### src/rtl/core/ric_pkg.sv
`timescale 1ns / 1ps

package ric_pkg;

  localparam int DEFAULT_ENTRIES = 64;
  localparam int INODE_W = 16;
  localparam int REFS_W = 16;
  localparam int SLOT_W = 6;

  typedef enum logic [1:0] {
    OP_ACQUIRE = 2'd0,
    OP_RELEASE = 2'd1,
    OP_CLEAR   = 2'd2
  } op_t;

  typedef enum logic [2:0] {
    ST_HIT    = 3'd0,
    ST_ALLOC  = 3'd1,
    ST_FULL   = 3'd2,
    ST_REJECT = 3'd3,
    ST_HELD   = 3'd4,
    ST_EVICT  = 3'd5,
    ST_IGNORE = 3'd6,
    ST_CLEAR  = 3'd7
  } status_t;

  localparam logic CFG_MOUNTED = 1'b0;
  localparam logic CFG_ROOT    = 1'b1;

  localparam logic [INODE_W-1:0] ROOT_RESET = 16'd1;
  localparam logic [REFS_W-1:0]  REFS_MAX   = 16'hFFFF;

  typedef struct packed {
    logic               valid;
    logic [INODE_W-1:0] inode;
    logic [REFS_W-1:0]  refs;
  } entry_t;

endpackage

### src/rtl/core/refcounted_inode_cache.sv
`timescale 1ns / 1ps

// Channel | Direction | Signals
// in      | sink      | in_valid, in_ready, operation, inode_number, entry_modified, no_links
// out     | source    | out_valid, out_ready, status, slot, ref_count, writeback_needed,
//         |           | free_inode_request
// cfg     | sink      | cfg_valid, cfg_ready, cfg_index, cfg_data
//
// Acquire and release scan every slot before their result: one shared
// comparator walks the entry memory one slot per cycle through its
// registered read port, then one shared adder updates the chosen entry.
// Clear writes the entry memory once per slot.
// Rejected acquires and unknown operations skip the scan and go to the result.
// After reset a clearing pass over every slot runs before in_ready rises;
// configuration writes are taken at any time.
// While a result waits for out_ready, one more beat is taken and processed;
// its result then holds the block until the waiting one is taken.
module refcounted_inode_cache #(
  parameter int CACHE_ENTRIES = ric_pkg::DEFAULT_ENTRIES
) (
  input  logic                         clk,
  input  logic                         rst,
  input  logic                         in_valid,
  output logic                         in_ready,
  input  logic [1:0]                   operation,
  input  logic [ric_pkg::INODE_W-1:0]  inode_number,
  input  logic                         entry_modified,
  input  logic                         no_links,
  output logic                         out_valid,
  input  logic                         out_ready,
  output logic [2:0]                   status,
  output logic [ric_pkg::SLOT_W-1:0]   slot,
  output logic [ric_pkg::REFS_W-1:0]   ref_count,
  output logic                         writeback_needed,
  output logic                         free_inode_request,
  input  logic                         cfg_valid,
  output logic                         cfg_ready,
  input  logic                         cfg_index,
  input  logic [ric_pkg::INODE_W-1:0]  cfg_data
);

  localparam int IDX_W = $clog2(CACHE_ENTRIES);
  localparam int CNT_W = $clog2(CACHE_ENTRIES + 1);
  localparam logic [IDX_W-1:0] LAST_IDX = IDX_W'(CACHE_ENTRIES - 1);
  localparam logic [CNT_W-1:0] SCAN_END = CNT_W'(CACHE_ENTRIES);

  typedef enum logic [2:0] {
    S_SWEEP,
    S_IDLE,
    S_SCAN,
    S_UPDATE,
    S_EMIT
  } state_t;

  state_t state;

  logic                        mounted;
  logic [ric_pkg::INODE_W-1:0] root_inode;
  logic                        clr_pending;
  logic [IDX_W-1:0]            sweep_cnt;
  logic [CNT_W-1:0]            scan_cnt;

  ric_pkg::op_t                op_q;
  logic [ric_pkg::INODE_W-1:0] ino_q;
  logic                        mod_q;
  logic                        nolinks_q;

  logic                        rd_pend;
  logic [IDX_W-1:0]            rd_idx;
  ric_pkg::entry_t             rd_data;

  logic                        hit_found;
  logic [IDX_W-1:0]            hit_idx;
  logic [ric_pkg::REFS_W-1:0]  hit_refs;
  logic                        free_found;
  logic [IDX_W-1:0]            free_idx;

  ric_pkg::status_t            res_status;
  logic [IDX_W-1:0]            res_slot;
  logic [ric_pkg::REFS_W-1:0]  res_refs;
  logic                        res_wb;
  logic                        res_fr;

  ric_pkg::status_t            out_status;
  logic [ric_pkg::SLOT_W-1:0]  out_slot;
  logic [ric_pkg::REFS_W-1:0]  out_refs;
  logic                        out_wb;
  logic                        out_fr;

  ric_pkg::entry_t             mem [CACHE_ENTRIES];
  logic                        rd_en;
  logic                        wr_en;
  logic [IDX_W-1:0]            wr_addr;
  ric_pkg::entry_t             wr_data;

  ric_pkg::status_t            upd_status;
  logic [IDX_W-1:0]            upd_slot;
  logic [ric_pkg::REFS_W-1:0]  upd_refs;
  logic                        upd_wb;
  logic                        upd_fr;
  logic                        upd_we;
  ric_pkg::entry_t             upd_entry;
  logic                        upd_acq;
  logic [ric_pkg::REFS_W-1:0]  upd_sum;
  logic [IDX_W+ric_pkg::SLOT_W-1:0] slot_wide;

  assign in_ready  = (state == S_IDLE);
  assign cfg_ready = 1'b1;

  assign status             = out_status;
  assign slot               = out_slot;
  assign ref_count          = out_refs;
  assign writeback_needed   = out_wb;
  assign free_inode_request = out_fr;

  assign rd_en     = (state == S_SCAN) && (scan_cnt != SCAN_END);
  assign slot_wide = {{ric_pkg::SLOT_W{1'b0}}, res_slot};

  // The one adder serves both the increment of an acquire and the decrement
  // of a release.
  assign upd_acq = (op_q == ric_pkg::OP_ACQUIRE);
  assign upd_sum = hit_refs + (upd_acq ? 16'h0001 : 16'hFFFF);

  always_comb begin
    upd_status = ric_pkg::ST_IGNORE;
    upd_slot   = '0;
    upd_refs   = '0;
    upd_wb     = 1'b0;
    upd_fr     = 1'b0;
    upd_we     = 1'b0;
    upd_entry  = '{valid: 1'b1, inode: ino_q, refs: 16'd1};
    if (upd_acq) begin
      if (hit_found) begin
        upd_status = ric_pkg::ST_HIT;
        upd_slot   = hit_idx;
        upd_refs   = (hit_refs == ric_pkg::REFS_MAX) ? hit_refs : upd_sum;
        upd_we     = 1'b1;
        upd_entry.refs = upd_refs;
      end else if (free_found) begin
        upd_status = ric_pkg::ST_ALLOC;
        upd_slot   = free_idx;
        upd_refs   = 16'd1;
        upd_we     = 1'b1;
      end else begin
        upd_status = ric_pkg::ST_FULL;
      end
    end else if (hit_found && (hit_refs != '0)) begin
      upd_slot = hit_idx;
      upd_we   = 1'b1;
      if (upd_sum != '0) begin
        upd_status     = ric_pkg::ST_HELD;
        upd_refs       = upd_sum;
        upd_entry.refs = upd_sum;
      end else begin
        upd_status      = ric_pkg::ST_EVICT;
        upd_entry.valid = 1'b0;
        upd_entry.refs  = '0;
        upd_wb          = mod_q;
        upd_fr          = nolinks_q && mounted && (ino_q != '0) && (ino_q != root_inode);
      end
    end
  end

  always_comb begin
    wr_en   = 1'b0;
    wr_addr = sweep_cnt;
    wr_data = '0;
    if (state == S_SWEEP) begin
      wr_en = 1'b1;
    end else if (state == S_UPDATE) begin
      wr_en   = upd_we;
      wr_addr = upd_slot;
      wr_data = upd_entry;
    end
  end

  always_ff @(posedge clk) begin
    if (wr_en) begin
      mem[wr_addr] <= wr_data;
    end
    if (rd_en) begin
      rd_data <= mem[scan_cnt[IDX_W-1:0]];
    end
  end

  always_ff @(posedge clk) begin
    if (rst) begin
      state       <= S_SWEEP;
      sweep_cnt   <= '0;
      clr_pending <= 1'b0;
      rd_pend     <= 1'b0;
      out_valid   <= 1'b0;
      mounted     <= 1'b0;
      root_inode  <= ric_pkg::ROOT_RESET;
    end else begin
      if (cfg_valid && cfg_ready) begin
        unique case (cfg_index)
          ric_pkg::CFG_MOUNTED: mounted <= cfg_data[0];
          ric_pkg::CFG_ROOT:    root_inode <= cfg_data;
          default: ;
        endcase
      end

      if (out_valid && out_ready) begin
        out_valid <= 1'b0;
      end

      rd_pend <= 1'b0;

      unique case (state)
        S_SWEEP: begin
          sweep_cnt <= sweep_cnt + 1'b1;
          if (sweep_cnt == LAST_IDX) begin
            sweep_cnt   <= '0;
            clr_pending <= 1'b0;
            if (clr_pending) begin
              res_status <= ric_pkg::ST_CLEAR;
              state      <= S_EMIT;
            end else begin
              state <= S_IDLE;
            end
          end
        end

        S_IDLE: begin
          if (in_valid) begin
            op_q       <= ric_pkg::op_t'(operation);
            ino_q      <= inode_number;
            mod_q      <= entry_modified;
            nolinks_q  <= no_links;
            hit_found  <= 1'b0;
            free_found <= 1'b0;
            scan_cnt   <= '0;
            res_status <= ric_pkg::ST_IGNORE;
            res_slot   <= '0;
            res_refs   <= '0;
            res_wb     <= 1'b0;
            res_fr     <= 1'b0;
            case (operation)
              ric_pkg::OP_ACQUIRE: begin
                if (!mounted || (inode_number == '0)) begin
                  res_status <= ric_pkg::ST_REJECT;
                  state      <= S_EMIT;
                end else begin
                  state <= S_SCAN;
                end
              end
              ric_pkg::OP_RELEASE: state <= S_SCAN;
              ric_pkg::OP_CLEAR: begin
                clr_pending <= 1'b1;
                state       <= S_SWEEP;
              end
              default: state <= S_EMIT;
            endcase
          end
        end

        S_SCAN: begin
          if (scan_cnt != SCAN_END) begin
            scan_cnt <= scan_cnt + 1'b1;
            rd_pend  <= 1'b1;
            rd_idx   <= scan_cnt[IDX_W-1:0];
          end else if (!rd_pend) begin
            state <= S_UPDATE;
          end
          // Lowest matching valid slot and lowest free slot, both in one pass.
          if (rd_pend) begin
            if (rd_data.valid && (rd_data.inode == ino_q) && !hit_found) begin
              hit_found <= 1'b1;
              hit_idx   <= rd_idx;
              hit_refs  <= rd_data.refs;
            end
            if (!rd_data.valid && !free_found) begin
              free_found <= 1'b1;
              free_idx   <= rd_idx;
            end
          end
        end

        S_UPDATE: begin
          res_status <= upd_status;
          res_slot   <= upd_slot;
          res_refs   <= upd_refs;
          res_wb     <= upd_wb;
          res_fr     <= upd_fr;
          state      <= S_EMIT;
        end

        S_EMIT: begin
          if (!out_valid || out_ready) begin
            out_status <= res_status;
            out_slot   <= slot_wide[ric_pkg::SLOT_W-1:0];
            out_refs   <= res_refs;
            out_wb     <= res_wb;
            out_fr     <= res_fr;
            out_valid  <= 1'b1;
            state      <= S_IDLE;
          end
        end

        default: state <= S_IDLE;
      endcase
    end
  end

  a_busy_after_accept: assert property (@(posedge clk) disable iff (rst)
    (in_valid && in_ready) |=> !in_ready)
    else $error("in_ready stayed high after an accepted beat");

  a_sweep_after_reset: assert property (@(posedge clk) disable iff (rst)
    $past(rst) |-> !in_ready)
    else $error("input accepted before the clearing pass");

  a_no_instant_result: assert property (@(posedge clk) disable iff (rst)
    (in_valid && in_ready) |=> !$rose(out_valid))
    else $error("result appeared in the cycle after its input beat");

  a_held_count: assert property (@(posedge clk) disable iff (rst)
    (out_valid && (out_status == ric_pkg::ST_HIT || out_status == ric_pkg::ST_ALLOC
      || out_status == ric_pkg::ST_HELD)) |-> (out_refs != '0))
    else $error("live entry reported with a zero count");

endmodule
### config.mk
export PLATFORM = sky130hd
export DESIGN_NAME = refcounted_inode_cache
export DESIGN_NICKNAME = d
export VERILOG_FILES = /design/src/rtl/core/ric_pkg.sv /design/src/rtl/core/refcounted_inode_cache.sv
export SDC_FILE = /design/constraint.sdc
export NUM_CORES = 2
export LEC_CHECK = 0
export ABC_AREA = 1
export ABC_CLOCK_PERIOD_IN_PS = 4970
export BUFFER_PORTS_ARGS = -buffer_cell sky130_fd_sc_hd__clkbuf_2
export CAP_MARGIN = 30
export CORE_MARGIN = 1.5
export CORE_UTILIZATION = 63
export CTS_CLUSTER_DIAMETER = 60
export CTS_CLUSTER_SIZE = 28
export DETAILED_ROUTE_END_ITERATION = 6
export GPL_TIMING_DRIVEN = 1
export PLACE_DENSITY_LB_ADDON = 0.08
export SLEW_MARGIN = 25
export SYNTH_ARGS = -nofsm -noshare
export SYNTH_HDL_FRONTEND = slang
export SYNTH_SLANG_ARGS = --single-unit
### constraint.sdc
create_clock -name clk -period 4.97 [get_ports clk]
set_input_delay 0 -clock clk [delete_from_list [all_inputs] [get_ports clk]]
set_output_delay 0 -clock clk [all_outputs]
set_load 0.05 [all_outputs]
# --- Yosys cells after proc, flatten, opt, wreduce, memory -nomap -nowiden ---
# Memories as Yosys holds them, arrays and structs flattened. A register that Yosys moved wholly into a read port is not among the register bits.
# Cells that the tools add are included.
word_totals:
  ff_bits: 146
  mem_bits_rw: 2112
  input_bits: 42
  output_inout_bits: 30
  word_cells: 179
  mem_count: 1
mem_list:
  columns: ["name", "words", "width", "rd", "rd_clocked_by_memory_dff", "wr", "line_no", "text"]
  rows:
  - ["mem", 64, 33, 1, 1, 1, "refcounted_inode_cache.sv:90", "ric_pkg::entry_t mem [CACHE_ENTRIES];"]
classes:
  n_addsub: 3
  eq_ne: 22
  mux: 80
  bitwise_logic: 3
  reduce_logical: 42
ops:
  columns: ["cell", "n"]
  rows:
  - ["$mux 16", 10]
  - ["$mux 33", 2]
  - ["$mux 6", 8]
  - ["$reduce_bool 16->1", 3]
  - ["$mux 3", 13]
  - ["$pmux 16 s2", 1]
  - ["$mux 1", 31]
  - ["$reduce_and 5->1", 4]
  - ["$pmux 3 s3", 2]
  - ["$add 16x16->16", 1]
  - ["$eq 16x16->1", 1]
  - ["$eq 16x16->1 const B", 1]
  - ["$logic_not 16->1", 1]
  - ["$ne 16x16->1", 1]
  - ["$reduce_and 4->1", 4]
  - ["$pmux 3 s5", 1]
  - ["$mux 7", 2]
  - ["$pmux 7 s2", 1]
  - ["$ne 2x2->1 const B", 6]
  - ["$pmux 6 s2", 1]
  - ["$reduce_and 3->1", 4]
  - ["$ne 2x1->1 const B", 5]
  - ["$pmux 1 s2", 5]
  - ["$logic_and 1x1->1", 9]
  - ["other kinds (19)", 33]

# --- Logic depth before layout (Yosys ltp) ---
depth:
  ltp_word: 9
  ltp_mapped: 18

# --- Worst setup path before layout ---
# No wires, ideal clock.
synth_path:
  path_type: "reg-to-reg"
  from: "reg op_q[1]"
  to: "mem mem[0][1] (netlist name) (data pin)"
  t_arrival_ns: 3.806
  t_required_ns: 4.422
  slack_ns: 0.616
  stages_incl_launch_ff: 17
  n_path_buf: 1
  cell_sequence: "edfxtp_1 nor2_4 inv_2 buf_6 ha_1 or2_1 nand3_1 nand2_1 nand2_1 nand2_1 nand2_1 nand2_1 nand2_1 nor2_1 nand3_2 nand3_1 a21oi_1"
synth_lines:
  columns: ["element", "line_no", "text"]
  rows:
  - ["from (decl)", "refcounted_inode_cache.sv:63", "ric_pkg::op_t op_q;"]
  - ["from (signal assigned)", "refcounted_inode_cache.sv:227", "op_q <= ric_pkg::op_t'(operation);"]
  - ["to (decl)", "refcounted_inode_cache.sv:90", null]

==> run metrics <==
vias per cell=6.67; Synth Area per Inst=around 13 um2; setup TNS=0 ps; RSZ-0062 raised after global routing=false; PortBufs=70; CTS tree=yes; register area=about 69000 um2; crit end category=flop; Clock Path Buffers=3; Slew Limit Fails=0; Seq/Total Area, Yosys=~75%; WL/cell=a little under 30 um; maxcap violations=0; worst-path maximum fanout=33; Crit Path Category=flop to flop; total core area=around 140000 um2; Syn. warnings=0; fraction of layout cells with a size suffix above 1=roughly a tenth; final setup fails=0; Die Height=383 um; number of global-route vias before repair=56100; hold_buf cts=96; via count=around 60000; most frequent cells in the layout=edfxtp_1, nor2_1, o21ai_0; Req. time, crit path=between 5000 and 6000 ps; First DRT Iteration DRCs=approximately 9200; Final period util=80.3%; first-pass GRT wire length=between 300000 and 400000 um; post_cts resized=0; clk root buf=clkbuf_16; H-tree depth=4; crit path DAT=4540 ps; clk slew on worst S/H paths=around 80 ps; register-to-register setup slack=~980 ps; area of the multi-input gates=20400 um2; Worst R2R Start=op_q[1]; P_leak=a little under 30 nW; drt total wl=between 200000 and 300000 um; HPWL Detailed=roughly 150000 um; Area growth syn-to-layout=10.1%; endpoints failing hold=0; Hold Crit Start=operation[1]; outcome=finished, violations left; Post-Layout Cell Count=between 8000 and 9000; Worst VDD drop=~370 uV; clk_skew=50.8 ps; die width=383 um; Top Ports=72; FMAX=250 MHz; Placed Cells incl. Taps=roughly 8600; commonest non-fill, non-tap cell in the layout=edfxtp_1; number of synthesized flops with an enable pin=2262; antenna violations before repair=12; startpoint class of the critical path=flop; most common flop cell mapped by yosys=edfxtp_1; worst skew pair latency=840 ps; Post-Syn Nets=approximately 6900; DRT Pass-1 Iters=7; Worst R2R End=mem[44][32]; Worst Max-Slew Pin Slew=slightly above 1000 ps; Hold WC Path Type=input pin to flop; # rows=between 100 and 150; R2R depth=15; PwrDens=roughly 340 nW/um2; worst hold stages=2; total CTS buffers=roughly 140; Setup Buffers After CTS=0; # DRC=9; global-route usage over all layers=between 30% and 40%; Synth async-reset ratio=0%; Final #Nets=approximately 7000; Detail Route Antenna Nets=0; Syn Inst Count=between 6000 and 7000; GRT overflow=0; Synth cell types=57; worst hold path endpoint=op_q[1]; fill count=around 9600; failing checks=design-rule violations; total clock sinks=2291; min Tclk post-route=~4000 ps; largest net degree at the start of global routing=159; Initial Util=a little under two thirds; GP Congestion=approximately 0.9; die area=147000 um2; slew margin rel.=about 31%; synthesis-stage register bit count=around 2300; mapped cell area=around 91000 um2
cell usage after synthesis, drive strengths merged, types with 3 or more instances:
cell type / instances / share of area, %
a22o: 12 / 0.12
xnor2: 5 / 0.048
nand3: 192 / 1.2
nand4: 51 / 0.35
o22ai: 361 / 2.5
edfxtp: 2262 / 75
nor3: 12 / 0.077
a221o: 3 / 0.033
clkinv: 5 / 0.022
nand3b: 4 / 0.033
ha: 20 / 0.27
dfxtp: 29 / 0.64
buf: 249 / 1.8
nor4: 14 / 0.10
o21ai: 1139 / 6.3
nand2: 466 / 1.9
xor2: 19 / 0.18
o211ai: 96 / 0.80
o221ai: 145 / 1.4
nor2: 1300 / 5.4
a31oi: 27 / 0.19
or2: 3 / 0.021
a21oi: 87 / 0.48
clkbuf: 203 / 0.84
inv: 144 / 0.60
cell type report:
cell class / instances / area share, %
clock inverters: 101 / 1.16
clock buffers: 155 / 3.65
diodes: 4 / 0.00998
flip-flops and latches: 2291 / 68.3
multi-input cells: 3972 / 20.3
well taps: 1903 / 2.37
inverters: 149 / 0.587
repair buffers: 418 / 3.62
cells by family (layout without fill, tap and decap cells):
group | after synthesis | after routing | share of synthesized area (%)
DFF | 2291 | 2291 | 75.2
and+or+nand+nor | 2046 | 2046 | 9.15
AOI/OAI and AO/OA | 1880 | 1880 | 11.8
buffers and inverters | 601 | 823 | 3.26
xor gates and xnor gates | 24 | 24 | 0.231
adders and majority gates | 21 | 21 | 0.297
other | 1 | 5 | 0.00412
sequential cells by signal (all words and copies together) (netlist names), 6 cells and up:
name / flops
res_refs: 16
sweep_cnt: 6
rd_data: 33
hit_refs: 16
rd_idx: 6
scan_cnt: 7
slot: 6
ino_q: 16
mem: 2112
hit_idx: 6
root_inode: 16
free_idx: 6
res_slot: 6
ref_count: 16
metrics by stage:
| step | power (W) | setup slack (ps) | utilization, % | hold WS, ps | area, um2 |
|---|---|---|---|---|---|
| finish | 0.0342 | 977 | 69.9 | 74.3 | 100000 |
| global route | 0.0349 | 724 | 69.9 | 41.9 | 100000 |
| CTS | 0.0342 | 1090 | 69.9 | 26.7 | 100000 |
| detailed placement | 0.0217 | 1100 | 65.8 | 191 | 94400 |
| global placement | 0.0217 | 987 | 65.8 | 198 | 94400 |
| floorplan | 0.0216 | 616 | - | 79.3 | 91100 |
worst max-delay path by stage:
| stage | startpoint | end | slack (ps) | depth (start not counted) |
|---|---|---|---|---|
| floorplan | op_q[1] | mem[0][1] | 620 | 16 |
| global placement | op_q[1] | mem[40][32] | 990 | 14 |
| detailed placement | op_q[0] | mem[33][32] | 1100 | 15 |
| CTS | op_q[1] | mem[44][32] | 1090 | 15 |
| global route | op_q[1] | mem[44][32] | 720 | 15 |
| finish | op_q[1] | mem[44][32] | 980 | 15 |
report_power, final:
part | switching, W | total, W | internal, W | leakage (nW)
registers | 0.0000319 | 0.0210 | 0.0210 | 17.3
clock network | 0.00688 | 0.0128 | 0.00591 | 2.33
logic | 0.000225 | 0.000338 | 0.000113 | 9.30
per-layer routing:
layer | vias up | share of wire, % | global-route usage (%)
li1 | 25800 | - | -
met1 | 29800 | 38 | 51.1
met2 | 3915 | 45 | 54.1
met3 | 537 | 12 | 7.64
met4 | 6 | 4.6 | 15.3
met5 | - | 0.016 | 0
worst max-delay path, stage by stage (launching register included):
cell and delay, ps:
edfxtp_1 420, nor2_4 180, inv_2 270, ha_1 450, or2_1 270, nand3_1 110
nand2_1 110, nand2_1 70, nand2_1 100, nor2_1 110, nand3_1 110, nor2_1 150
nand3_2 130, o21ai_1 500, inv_2 430, buf_12 290
(Power assumes the default switching activity.)
